<file path="src/sv/mdds_pkg.sv">
// ----------------------------------------------------------------------------
// mdds_pkg: shared types and constants of the display scanner
// Field widths, reset values, register indexes and the request that
// starts one serial digit extraction.
// ----------------------------------------------------------------------------
`default_nettype none

package mdds_pkg;

	localparam int VALUE_W    = 32;              // held number width
	localparam int POW_W      = 24;              // power-of-ten register width
	localparam int TICK_W     = 16;              // elapsed / interval width
	localparam int COUNT_W    = 4;               // digit_count register width
	localparam int LINES      = 8;               // digit enable lines
	localparam int POS_W      = 3;               // digit_position field width
	localparam int BCD_W      = 4;
	localparam int STEP_W     = $clog2(VALUE_W); // serial step counter width
	localparam int CFG_IDX_W  = 2;

	localparam int SCAN_DIGITS_DEF = 8;
	localparam int RADIX           = 10;

	localparam logic [TICK_W-1:0]  INTERVAL_RST = 16'd1000;
	localparam logic [COUNT_W-1:0] COUNT_RST    = 4'd4;
	localparam logic               LEVEL_RST    = 1'b1;

	typedef enum logic [CFG_IDX_W-1:0] {
		REG_INTERVAL = 2'd0,
		REG_COUNT    = 2'd1,
		REG_LEVEL    = 2'd2
	} cfg_reg_t;

	// Request to the serial digit extractor.
	typedef struct packed {
		logic               start;
		logic [VALUE_W-1:0] dividend;
		logic [POW_W-1:0]   divisor;
	} dig_req_t;

endpackage

`default_nettype wire

</file>
<file path="src/sv/mdds_digit.sv">
// ----------------------------------------------------------------------------
// mdds_digit: bit-serial decimal digit extractor
// Computes (dividend / divisor) % 10 with a restoring divider that retires
// one quotient bit per cycle, folding each bit into a running mod-10 value.
// ----------------------------------------------------------------------------
`default_nettype none

module mdds_digit (
	input  wire logic                        clk,
	input  wire logic                        arst_n,
	input  wire mdds_pkg::dig_req_t          req,
	output logic                             busy,
	output logic [mdds_pkg::BCD_W-1:0]       digit
);

	localparam int VW = mdds_pkg::VALUE_W;
	localparam int PW = mdds_pkg::POW_W;
	localparam int SW = mdds_pkg::STEP_W;
	localparam int BW = mdds_pkg::BCD_W;

	typedef enum logic {ST_IDLE, ST_RUN} state_t;

	state_t          state_q;
	logic [SW-1:0]   step_q;
	logic [VW-1:0]   num_q;
	logic [PW-1:0]   div_q;
	logic [PW-1:0]   rem_q;
	logic [BW-1:0]   digit_q;

	logic [PW:0]     shifted;
	logic            qbit;
	logic [PW-1:0]   rem_n;
	logic [BW:0]     mod2;
	logic [BW-1:0]   digit_n;

	always_comb begin
		shifted = {rem_q, num_q[VW-1]};
		qbit    = (shifted >= {1'b0, div_q});
		rem_n   = qbit ? PW'(shifted - {1'b0, div_q}) : shifted[PW-1:0];
		// running quotient mod 10: r = (2r + bit) mod 10
		mod2    = {digit_q, qbit};
		digit_n = (mod2 >= (BW+1)'(mdds_pkg::RADIX))
			? BW'(mod2 - (BW+1)'(mdds_pkg::RADIX)) : mod2[BW-1:0];
	end

	always_ff @(posedge clk or negedge arst_n) begin
		if (!arst_n) begin
			state_q <= ST_IDLE;
			step_q  <= '0;
			num_q   <= '0;
			div_q   <= '0;
			rem_q   <= '0;
			digit_q <= '0;
		end else begin
			case (state_q)
				ST_IDLE: begin
					if (req.start) begin
						num_q   <= req.dividend;
						div_q   <= req.divisor;
						rem_q   <= '0;
						digit_q <= '0;
						step_q  <= SW'(VW - 1);
						state_q <= ST_RUN;
					end
				end
				ST_RUN: begin
					num_q   <= {num_q[VW-2:0], 1'b0};
					rem_q   <= rem_n;
					digit_q <= digit_n;
					if (step_q == '0) begin
						state_q <= ST_IDLE;
					end else begin
						step_q <= step_q - 1'b1;
					end
				end
				default: begin
					state_q <= ST_IDLE;
				end
			endcase
		end
	end

	assign busy  = (state_q == ST_RUN);
	assign digit = digit_q;

endmodule

`default_nettype wire

</file>
<file path="src/sv/multiplexed_decimal_display_scan.sv">
// ----------------------------------------------------------------------------
// multiplexed_decimal_display_scan: multiplexed decimal display scanner
// Lights one digit at a time and presents its decimal value as BCD.
// ----------------------------------------------------------------------------
// Usage:
//   Input channel (in_valid / in_stall) carries one transaction per item:
//   kind = 0 is one time tick, kind = 1 loads value as the held number.
//   Every input transaction yields exactly one output transaction
//   (out_valid / out_stall) with the digit enables, the latched BCD digit,
//   the lit position and a readback of the held number.
//   A write or a tick that does not switch digits moves into the output
//   register as soon as it is free. A tick that switches digits first
//   runs the serial extractor, one quotient bit per cycle over 32 bits,
//   before its result moves into the output register. One item is in
//   flight at a time: in_stall stays high from acceptance until the result
//   moves into the output register, so a new item is taken only once the
//   last one is through. The user writes configuration (cfg_valid /
//   cfg_ready, always ready) only while idle; the block does not enforce it.
//   Reset: interval 1000, 4 digits, active-high enables, digit 0 lit,
//   held number 0, BCD 0, no output pending.
//   A stalled receiver holds the output register; one more transaction is
//   taken and its result held behind it, with in_stall high until it frees.
// ----------------------------------------------------------------------------
`default_nettype none

module multiplexed_decimal_display_scan #(
	parameter int SCAN_DIGITS = mdds_pkg::SCAN_DIGITS_DEF
) (
	input  wire logic                              clk,
	input  wire logic                              arst_n,
	// input channel
	input  wire logic                              in_valid,
	output logic                                   in_stall,
	input  wire logic                              kind,
	input  wire logic [mdds_pkg::VALUE_W-1:0]      value,
	// output channel
	output logic                                   out_valid,
	input  wire logic                              out_stall,
	output logic [mdds_pkg::LINES-1:0]             digit_enable,
	output logic [mdds_pkg::BCD_W-1:0]             bcd_digit,
	output logic [mdds_pkg::POS_W-1:0]             digit_position,
	output logic [mdds_pkg::VALUE_W-1:0]           stored_number,
	// configuration write channel
	input  wire logic                              cfg_valid,
	output logic                                   cfg_ready,
	input  wire logic [mdds_pkg::CFG_IDX_W-1:0]    cfg_index,
	input  wire logic [mdds_pkg::TICK_W-1:0]       cfg_data
);

	localparam int IDX_W = (SCAN_DIGITS > 1) ? $clog2(SCAN_DIGITS) : 1;
	localparam int VW    = mdds_pkg::VALUE_W;
	localparam int PW    = mdds_pkg::POW_W;
	localparam int TW    = mdds_pkg::TICK_W;
	localparam int CW    = mdds_pkg::COUNT_W;
	localparam int NL    = mdds_pkg::LINES;

	// configuration registers
	logic [TW-1:0]    interval_q;
	logic [CW-1:0]    count_q;
	logic             level_q;

	// scan state
	logic [TW-1:0]    elapsed_q;
	logic [IDX_W-1:0] index_q;
	logic [PW-1:0]    power_q;
	logic [VW-1:0]    held_q;
	logic             pend_q;

	// output register
	logic             out_valid_q;
	logic [NL-1:0]    enable_q;
	logic [mdds_pkg::BCD_W-1:0] bcd_q;
	logic [mdds_pkg::POS_W-1:0] pos_q;
	logic [VW-1:0]    number_q;

	logic             in_take;
	logic             cfg_take;
	logic [TW-1:0]    elapsed_inc;
	logic             advance;
	logic [IDX_W:0]   index_inc;
	logic             wrap;
	logic [IDX_W-1:0] index_n;
	logic [PW-1:0]    power_n;
	logic             dig_busy;
	logic [mdds_pkg::BCD_W-1:0] dig_digit;
	logic             load_out;
	logic [NL-1:0]    enable_n;
	logic [CW-1:0]    cfg_count;
	mdds_pkg::dig_req_t dig_req;

	assign in_stall  = pend_q;
	assign in_take   = in_valid && !in_stall;
	assign cfg_ready = 1'b1;
	assign cfg_take  = cfg_valid && cfg_ready;
	assign cfg_count = cfg_data[CW-1:0];

	// Tick handling: saturating counter, advance once the interval is met.
	always_comb begin
		elapsed_inc = (elapsed_q == {TW{1'b1}}) ? elapsed_q : elapsed_q + 1'b1;
		advance     = in_take && !kind && (elapsed_inc >= interval_q);
		index_inc   = {1'b0, index_q} + 1'b1;
		wrap        = ((CW+IDX_W+1)'(index_inc) >= (CW+IDX_W+1)'(count_q));
		index_n     = wrap ? '0 : index_inc[IDX_W-1:0];
		// times ten as shift-and-add, truncated to the register width
		power_n     = wrap ? PW'(1) : PW'({power_q, 3'b000} + {power_q, 1'b0});
	end

	// Start the extractor on a digit switch; a zero power reads as one.
	always_comb begin
		dig_req.start    = advance;
		dig_req.dividend = held_q;
		dig_req.divisor  = (power_n == '0) ? PW'(1) : power_n;
	end

	mdds_digit u_digit (
		.clk    (clk),
		.arst_n (arst_n),
		.req    (dig_req),
		.busy   (dig_busy),
		.digit  (dig_digit)
	);

	// Enable lines: the lit digit at the active level, all others off.
	always_comb begin
		for (int k = 0; k < NL; k++) begin
			enable_n[k] = ((CW+IDX_W)'(k) < (CW+IDX_W)'(count_q)) &&
				((CW+IDX_W)'(k) == (CW+IDX_W)'(index_q)) ? level_q : !level_q;
		end
	end

	// Move the finished result into the output register when it is free.
	assign load_out = pend_q && !dig_busy && (!out_valid_q || !out_stall);

	always_ff @(posedge clk or negedge arst_n) begin
		if (!arst_n) begin
			interval_q <= mdds_pkg::INTERVAL_RST;
			count_q    <= mdds_pkg::COUNT_RST;
			level_q    <= mdds_pkg::LEVEL_RST;
		end else if (cfg_take) begin
			case (mdds_pkg::cfg_reg_t'(cfg_index))
				mdds_pkg::REG_INTERVAL: begin
					interval_q <= cfg_data;
				end
				mdds_pkg::REG_COUNT: begin
					// drop counts outside 1..SCAN_DIGITS
					if (cfg_count != '0 && cfg_count <= CW'(SCAN_DIGITS)) begin
						count_q <= cfg_count;
					end
				end
				mdds_pkg::REG_LEVEL: begin
					level_q <= cfg_data[0];
				end
				default: begin
				end
			endcase
		end
	end

	always_ff @(posedge clk or negedge arst_n) begin
		if (!arst_n) begin
			elapsed_q <= '0;
			index_q   <= '0;
			power_q   <= PW'(1);
			held_q    <= '0;
			pend_q    <= 1'b0;
		end else begin
			if (in_take) begin
				pend_q <= 1'b1;
				if (kind) begin
					held_q <= value;
				end else if (advance) begin
					elapsed_q <= '0;
					index_q   <= index_n;
					power_q   <= power_n;
				end else begin
					elapsed_q <= elapsed_inc;
				end
			end else if (load_out) begin
				pend_q <= 1'b0;
			end
		end
	end

	always_ff @(posedge clk or negedge arst_n) begin
		if (!arst_n) begin
			out_valid_q <= 1'b0;
			enable_q    <= '0;
			bcd_q       <= '0;
			pos_q       <= '0;
			number_q    <= '0;
		end else if (load_out) begin
			out_valid_q <= 1'b1;
			enable_q    <= enable_n;
			bcd_q       <= dig_digit;
			pos_q       <= mdds_pkg::POS_W'(index_q);
			number_q    <= held_q;
		end else if (!out_stall) begin
			out_valid_q <= 1'b0;
		end
	end

	assign out_valid      = out_valid_q;
	assign digit_enable   = enable_q;
	assign bcd_digit      = bcd_q;
	assign digit_position = pos_q;
	assign stored_number  = number_q;

endmodule

`default_nettype wire

</file>
<file path="config.mk">
export PLATFORM = sky130hd
export DESIGN_NAME = multiplexed_decimal_display_scan
export DESIGN_NICKNAME = d
export VERILOG_FILES = /design/src/sv/mdds_pkg.sv /design/src/sv/mdds_digit.sv /design/src/sv/multiplexed_decimal_display_scan.sv
export SDC_FILE = /design/constraint.sdc
export NUM_CORES = 1
export LEC_CHECK = 0
export BUFFER_PORTS_ARGS = -buffer_cell sky130_fd_sc_hd__buf_4
export CAP_MARGIN = 10
export CORE_MARGIN = 4
export CORE_UTILIZATION = 45
export CTS_CLUSTER_SIZE = 24
export DETAILED_ROUTE_END_ITERATION = 10
export GPL_TIMING_DRIVEN = 0
export PLACE_DENSITY_LB_ADDON = 0.05
export SLEW_MARGIN = 10
export SYNTH_ARGS = -nofsm -noshare
export SYNTH_HDL_FRONTEND = slang
export SYNTH_SLANG_ARGS = --single-unit
</file>
<file path="constraint.sdc">
create_clock -name clk -period 4.35 [get_ports clk]
set_input_delay 0.87 -clock clk [delete_from_list [all_inputs] [get_ports clk]]
set_output_delay 0.87 -clock clk [all_outputs]
set_load 0.02 [all_outputs]
</file>
==> results of run 1 <==
==> metal layers <==
metal / vias to the layer above / GRT usage (%) / wire [µm]
met5: - / 0 / 0
li1: 4904 / - / -
met3: 47 / 3.747 / 1309
met2: 158 / 33.11 / 14440
met4: 0 / 4.836 / 716
met1: 4887 / 28.00 / 14590
==> logic make-up after synthesis <==
| logic type | Yosys count | share of synthesized area, % |
|---|---|---|
| multiplexers | 118 | 9.948 |
| AO/OA/AOI/OAI | 323 | 15.17 |
| AND/OR/NAND/NOR | 375 | 13.47 |
| XOR/XNOR | 54 | 3.708 |
| adder cells (fa/ha/maj) | 76 | 7.574 |
| other | 1 | 0.02940 |
| flip-flops | 234 | 46.00 |
| buffers and inverters | 131 | 4.101 |
==> cell usage in the layout, fill, tap and decap left out, drive strengths merged, types with 5 or more instances in the layout <==
cell | synthesis | final
dfrtp | 225 | 225
nand2 | 199 | 199
o21ai | 171 | 171
buf | 9 | 119
clkbuf | 45 | 83
inv | 77 | 77
ha | 74 | 74
mux2 | 70 | 70
mux2i | 48 | 48
a21oi | 47 | 47
nor2 | 40 | 40
nand3 | 32 | 32
xnor2 | 31 | 31
xor2 | 23 | 23
a21o | 22 | 22
nor3 | 20 | 20
nand4 | 16 | 16
and3 | 12 | 12
o21a | 11 | 11
o211ai | 11 | 11
or2 | 10 | 10
o31ai | 9 | 9
dfstp | 9 | 9
a31oi | 8 | 8
nand2b | 8 | 8
a211oi | 6 | 6
nor3b | 6 | 6
a22o | 6 | 6
nor4 | 6 | 6
or3 | 5 | 5
nor2b | 5 | 5
o311ai | 5 | 5
bufinv | 0 | 5
clkinv | 0 | 5
==> stage by stage <==
step | setup WS, ns | total power [mW]
global placement | -0.8915 | 4.466
floorplan | 0.4411 | 3.804
detailed placement | -0.9062 | 4.507
global route | -0.09786 | 7.355
CTS | 0.02752 | 7.077
finish | 0.2197 | 6.979
==> sequential cells by signal (all words and copies together) (netlist names) <==
register,cells
bcd_digit,4
count_q,4
digit_enable,8
digit_position,3
elapsed_q,16
held_q,32
in_stall,1
index_q,3
interval_q,16
level_q,1
out_valid,1
power_q,23
stored_number,32
u_digit.busy,1
u_digit.digit,4
u_digit.div_q,24
u_digit.num_q,32
u_digit.rem_q,24
u_digit.step_q,5
==> cell type report <==
class | count | area [µm²]
buffer | 52 | 261.5
clock buffer | 41 | 829.5
timing repair buffer | 109 | 863.3
multi-input combinational | 947 | 6410
tap | 378 | 473.0
clock inverter | 10 | 190.2
sequential | 234 | 5867
inverter | 77 | 289.0
fill | 2608 | 12670
==> what timing repair did <==
action / 4_1_cts / 5_1_grt
hold buffers: 0 / 0
endpoints found under the setup margin: 127 / 122
resized for setup: 15 / 31
pin swaps: 0 / 1
setup buffers: 0 / 2
==> power by group through the flow <==
stage	combinational, mW	sequential [mW]	clock, mW
after floorplan	0.740	3.06	0
after global placement	1.60	2.87	0
after detailed placement	1.63	2.88	0
after CTS	1.64	2.84	2.60
after global routing	1.77	2.90	2.68
final	1.61	2.84	2.53
==> final timing paths <==
path	from	endpoint	slack [ns]
setup / recovery	elapsed_q[4]$_DFFE_PN0P_	u_digit.rem_q[16]$_DFFE_PN0P_	0.22
hold / removal	arst_n	elapsed_q[8]$_DFFE_PN0P_	0.26
setup reg to reg	elapsed_q[4]$_DFFE_PN0P_	u_digit.rem_q[16]$_DFFE_PN0P_	0.22
hold reg to reg	u_digit.num_q[26]$_DFFE_PN0P_	u_digit.num_q[27]$_DFFE_PN0P_	0.48
max in group asynchronous	arst_n	u_digit.rem_q[9]$_DFFE_PN0P_	3.24
min in group clk	u_digit.num_q[26]$_DFFE_PN0P_	u_digit.num_q[27]$_DFFE_PN0P_	0.48
==> out/summary.txt, run 1 <==
CTS Buf Count -> 28
H-tree Lvls -> 1
First-pass GRT wire length -> 52.18 mm
Vias in the first global route -> 10.19k
Worst-Skew Late Latency -> 0.54 ns
Syn Inst Count -> 1312
Final hold vios -> 0
Worst Setup Path Type -> register to register
Placed cell area -> 0.01408 mm²
Leakage power -> 7.167 nW
Fmax -> 242.1 MHz
Total congestion overflow -> 0
Share of the synthesized area in the top cell type -> 44.15%
Clock slew seen by the registers of the worst setup and hold paths -> 0.06 ns
WP data required -> 4.78 ns
WP data arrival -> 4.56 ns
Synth top cells by count -> dfrtp_1 (225), nand2_1 (199), o21ai_0 (171)
Synth area leader -> dfrtp_1
Final non-filler cell total -> 1848
Largest net degree at the start of global routing -> 105
Actual slew at the worst max-slew pin -> 0.7533 ns
Top cells by area, synth -> dfrtp_1 (44%), ha_1 (7.3%), o21ai_0 (6.7%)
Starting DRC count in detailed routing -> 495
Outcome -> completed
Mean Syn Cell Area -> 9.721 µm²
Synthesis-to-layout area growth -> 19.05%
RSZ-0062 raised after global routing -> true
Die ar. -> 0.03110 mm²
GPL Wtd Cong -> 0.8712
Routed Antenna Nets -> 0
CTS tree -> yes
CP Capture Type -> register
Slowest stage cell, crit path -> dfrtp_1
Clk buf depth -> 3
Detailed-route via count -> 9996
Ratio of cells with drive above 1 in the final layout -> 19.12%
Sequential fraction of design power -> 40.7%
Switching part of the total -> 28.97%
ANT cells -> 0
CP Max Fanout -> 10
Clock Tree Root -> clkbuf_16
Worst setup SP type -> register
Port Buffers -> 104
WHS -> 0.2568 ns
Critical path cell sequence -> nand4_1 > nor4_2 > nand4_1 > or2_2 > clkbuf_2 > nand2_2 > nor2_1 > xor2_1 > ha_1 > nand4_1 > o31a_1 > o21a_1 > o21ai_4 > a21oi_4 > buf_4 > a221o_1
# IOs -> 106
Worst hold path class -> input port to async pin
Ys async rst share -> 100.0%
Die X -> 176.4 µm
Core area -> 0.02786 mm²
Initial Util -> 45.78%
Slew Viols, Final -> 0
Sw Pwr -> 2.022 mW
Max_slew headroom -> 49.39%
Initial antenna violation count -> 0
Most used cell, CP -> nand4_1
Max cap viols -> 0
Layout net count -> 1581
Worst IR Drop VDD -> 0.3785 mV
CP bufs+invs -> 2
First drt pass iteration count -> 5
Clock power share -> 36.2%
Total track usage -> 20.18%
Sum Neg Setup Slack -> 0 ns
CTS sink count -> 234
Final setup vio count -> 0
Synth Register Bits -> 234
Cell with the most instances after synthesis -> dfrtp_1
Syn_nets -> 1444
Pwr Density -> 459.7 mW/mm²
Crit-path max cell delay -> 0.45 ns
Min Tclk post-route -> 4.130 ns
Post-synthesis sequential area ratio -> 46.00%
Die height -> 176.4 µm
Crit path depth -> 16
R2R cell count -> 16
Synth Warn # -> 0
Internal power -> 4.958 mW
Fin crit share -> 94.95%
Row count -> 61
Max Clock Skew -> 0.02053 ns
WL per Instance -> 16.80 µm
DP HPWL -> 23.09 mm
Core Util, Final -> 54.50%
Distinct cells, synth -> 68
Primary FF master, synth -> dfrtp_1
Post-DR vias/cell -> 5.409
Dpl cells -> 1797
Design area -> 0.01518 mm²
Crit path max-delay family -> simple AND/OR/NAND/NOR gates
Mapped cell area -> 0.01275 mm²
EDFF count, synth -> 0
Remaining DRCs -> 0
Final wirelength -> 31.06 mm
Combinational fraction of design power -> 23.1%
No activity file was read; power rests on OpenSTA's default activity.
==> inputs of run 2 (changes only) <==
--- a/config.mk
+++ b/config.mk
@@ -13,6 +13,7 @@
 export DETAILED_ROUTE_END_ITERATION = 10
 export GPL_TIMING_DRIVEN = 0
 export PLACE_DENSITY_LB_ADDON = 0.05
+export RECOVER_POWER = 25
 export SLEW_MARGIN = 10
 export SYNTH_ARGS = -nofsm -noshare
 export SYNTH_HDL_FRONTEND = slang
==> run 2 against run 1 <==
  * First-iteration DRC count unchanged
  * Setup slack worse by 0.0026 ns
  * Clock skew about the same
  * Routed wire length about the same
  * Largest power group unchanged
  * Largest cell class unchanged
  * The flow now finishes with violations (capacitance limit, slew limit)
  * Clock-buffer cell count is the same
  * Die area is the same
  * Utilization hardly changed
  * Worst hold slack improved by 0.22 ns
  * Cell area barely moved
==> out/summary.txt, run 2 (synthesis gave the netlist of run 1 again) <==
DRT met1 WL -> 14.62 mm (+0.21%)
Dpl cells -> 1797 (unchanged)
Tot Pwr -> 6.979 mW (about the same)
Pre-CTS WS -> -0.9062 ns (unchanged)
Met2 routed WL -> 14.43 mm (about the same)
Clk buf depth -> 3 (unchanged)
Crit path max-delay family -> simple AND/OR/NAND/NOR gates
Initial Util -> 45.78% (unchanged)
CP Capture Type -> register
Failing checks -> capacitance limit, slew limit
Die ar. -> 0.03110 mm² (unchanged)
Vias in the first global route -> 10.19k (unchanged)
Clock Tree Root -> clkbuf_16
H-tree Lvls -> 1 (unchanged)
Max cap viols -> 1 (+1)
Port Buffers -> 104 (unchanged)
Actual slew at the worst max-slew pin -> 3.171 ns (+2.418 ns)
First drt pass iteration count -> 5 (unchanged)
Slowest stage cell, crit path -> dfrtp_1
Placed cell area -> 0.01408 mm² (unchanged)
Max Clock Skew -> 0.02058 ns (+0.00004240 ns)
Final setup vio count -> 0 (unchanged)
Most frequent cells in the layout -> dfrtp_1 (225), nand2_1 (198), o21ai_0 (170)
Min Tclk post-route -> 4.133 ns (+0.002637 ns)
Final WS setup -> 0.2170 ns (-0.002637 ns)
Most used cell, CP -> nand4_1
FILL cells -> 2610 (+0.077%)
GPL Wtd Cong -> 0.8712 (unchanged)
Layout net count -> 1581 (unchanged)
Max_slew headroom -> -111.4% (-160 points)
Pwr Density -> 460.0 mW/mm² (about the same)
DP HPWL -> 23.09 mm (unchanged)
Fin crit share -> 95.01% (about the same)
CTS tree -> yes
Routed Antenna Nets -> 0 (unchanged)
Remaining DRCs -> 0 (unchanged)
CP Max Fanout -> 10 (unchanged)
Post-DR vias/cell -> 5.410 (about the same)
Leakage power -> 7.161 nW (about the same)
Row count -> 61 (unchanged)
Die X -> 176.4 µm (unchanged)
Worst setup SP type -> register
WL per Instance -> 16.81 µm (about the same)
Crit-path max cell delay -> 0.45 ns (about the same)
WHS -> 0.4805 ns (+0.2237 ns)
CTS Buf Count -> 28 (unchanged)
Max Used Layer -> met4
Final hold vios -> 0 (unchanged)
Ratio of cells with drive above 1 in the final layout -> 19.05% (-0.068 points)
RSZ-0062 raised after global routing -> true
Fmax -> 242.0 MHz (about the same)
CP bufs+invs -> 2 (unchanged)
Synthesis-to-layout area growth -> 18.96% (about the same)
Die height -> 176.4 µm (unchanged)
WP data required -> 4.78 ns (about the same)
Critical path cell sequence -> nand4_1 > nor4_2 > nand4_1 > or2_2 > clkbuf_2 > nand2_2 > nor2_1 > xor2_1 > ha_1 > nand4_1 > o31a_1 > o21a_1 > o21ai_4 > a21oi_4 > buf_4 > a221o_1
Initial antenna violation count -> 0 (unchanged)
Worst hold path class -> register to register
Final wirelength -> 31.06 mm (about the same)
Clock slew seen by the registers of the worst setup and hold paths -> 0.06 ns (about the same)
Worst IR Drop VDD -> 0.3785 mV (unchanged)
Slew Viols, Final -> 52 (+52)
Starting DRC count in detailed routing -> 495 (unchanged)
Core area -> 0.02786 mm² (unchanged)
CTS sink count -> 234 (unchanged)
Hold_buf cts -> 0 (unchanged)
Worst-Skew Late Latency -> 0.54 ns (about the same)
ANT cells -> 0 (unchanged)
Detailed-route via count -> 9997 (+0.010%)
Final non-filler cell total -> 1848 (unchanged)
# IOs -> 106 (unchanged)
Sum Neg Setup Slack -> 0 ns (unchanged)
WL met3 -> 1.295 mm (-1.1%)
WP data arrival -> 4.56 ns (about the same)
Worst Setup Path Type -> register to register
Largest net degree at the start of global routing -> 105 (unchanged)
First-pass GRT wire length -> 52.18 mm (unchanged)
Commonest non-fill, non-tap cell in the layout -> dfrtp_1
Total congestion overflow -> 0 (unchanged)
Outcome -> finished with violations
Total track usage -> 20.18% (unchanged)
Core Util, Final -> 54.46% (about the same)
Design area -> 0.01517 mm² (about the same)
run 2: layer usage:
layer	global-route usage, %	vias to the layer above
met5	0	-
met4	4.836	0
met3	3.747	47
met2	33.11	156
met1	28.00	4889
li1	-	4905
run 2: layout make-up:
class | count | area (µm²) | area share, %
multi-input combinational | 947 | 6410 | 42.25
sequential | 234 | 5867 | 38.67
timing repair buffer | 109 | 852.1 | 5.616
clock buffer | 41 | 829.5 | 5.468
tap | 378 | 473.0 | 3.117
inverter | 77 | 289.0 | 1.905
buffer | 52 | 261.5 | 1.724
clock inverter | 10 | 190.2 | 1.253
run 2: timing repair:
item	4_1_cts	5_1_grt
cloned	0	0
gates resized for setup	15	31
endpoints found under the setup margin	127	122
setup buffers	0	2
pin swaps	0	1
run 2: where the power goes:
part / switching, mW / internal, mW / total [mW] / leakage (nW)
Sequential: 0.260 / 2.58 / 2.84 / 2.94
Combinational: 0.847 / 0.763 / 1.61 / 3.72
Clock: 0.914 / 1.61 / 2.53 / 0.502
Total: 2.02 / 4.96 / 6.98 / 7.16
run 2: tightest hold or removal path, stage by stage (launching register included):
cell	delay, ns
dfrtp_1	0.34
nand2_1	0.05
o21ai_0	0.06
run 2: final timing paths:
| path | startpoint | to | slack, ns | depth (start not counted) |
|---|---|---|---|---|
| worst max-delay path | elapsed_q[4]$_DFFE_PN0P_ | u_digit.rem_q[16]$_DFFE_PN0P_ | 0.22 | 16 |
| worst min-delay path | u_digit.num_q[26]$_DFFE_PN0P_ | u_digit.num_q[27]$_DFFE_PN0P_ | 0.48 | 2 |
| worst max register to register | elapsed_q[4]$_DFFE_PN0P_ | u_digit.rem_q[16]$_DFFE_PN0P_ | 0.22 | 16 |
| worst min register to register | u_digit.num_q[26]$_DFFE_PN0P_ | u_digit.num_q[27]$_DFFE_PN0P_ | 0.48 | 2 |
| max in group asynchronous | arst_n | power_q[9]$_DFFE_PN0P_ | 1.14 | 1 |
| min in group asynchronous | arst_n | interval_q[10]$_DFFE_PN0P_ | 1.39 | 1 |
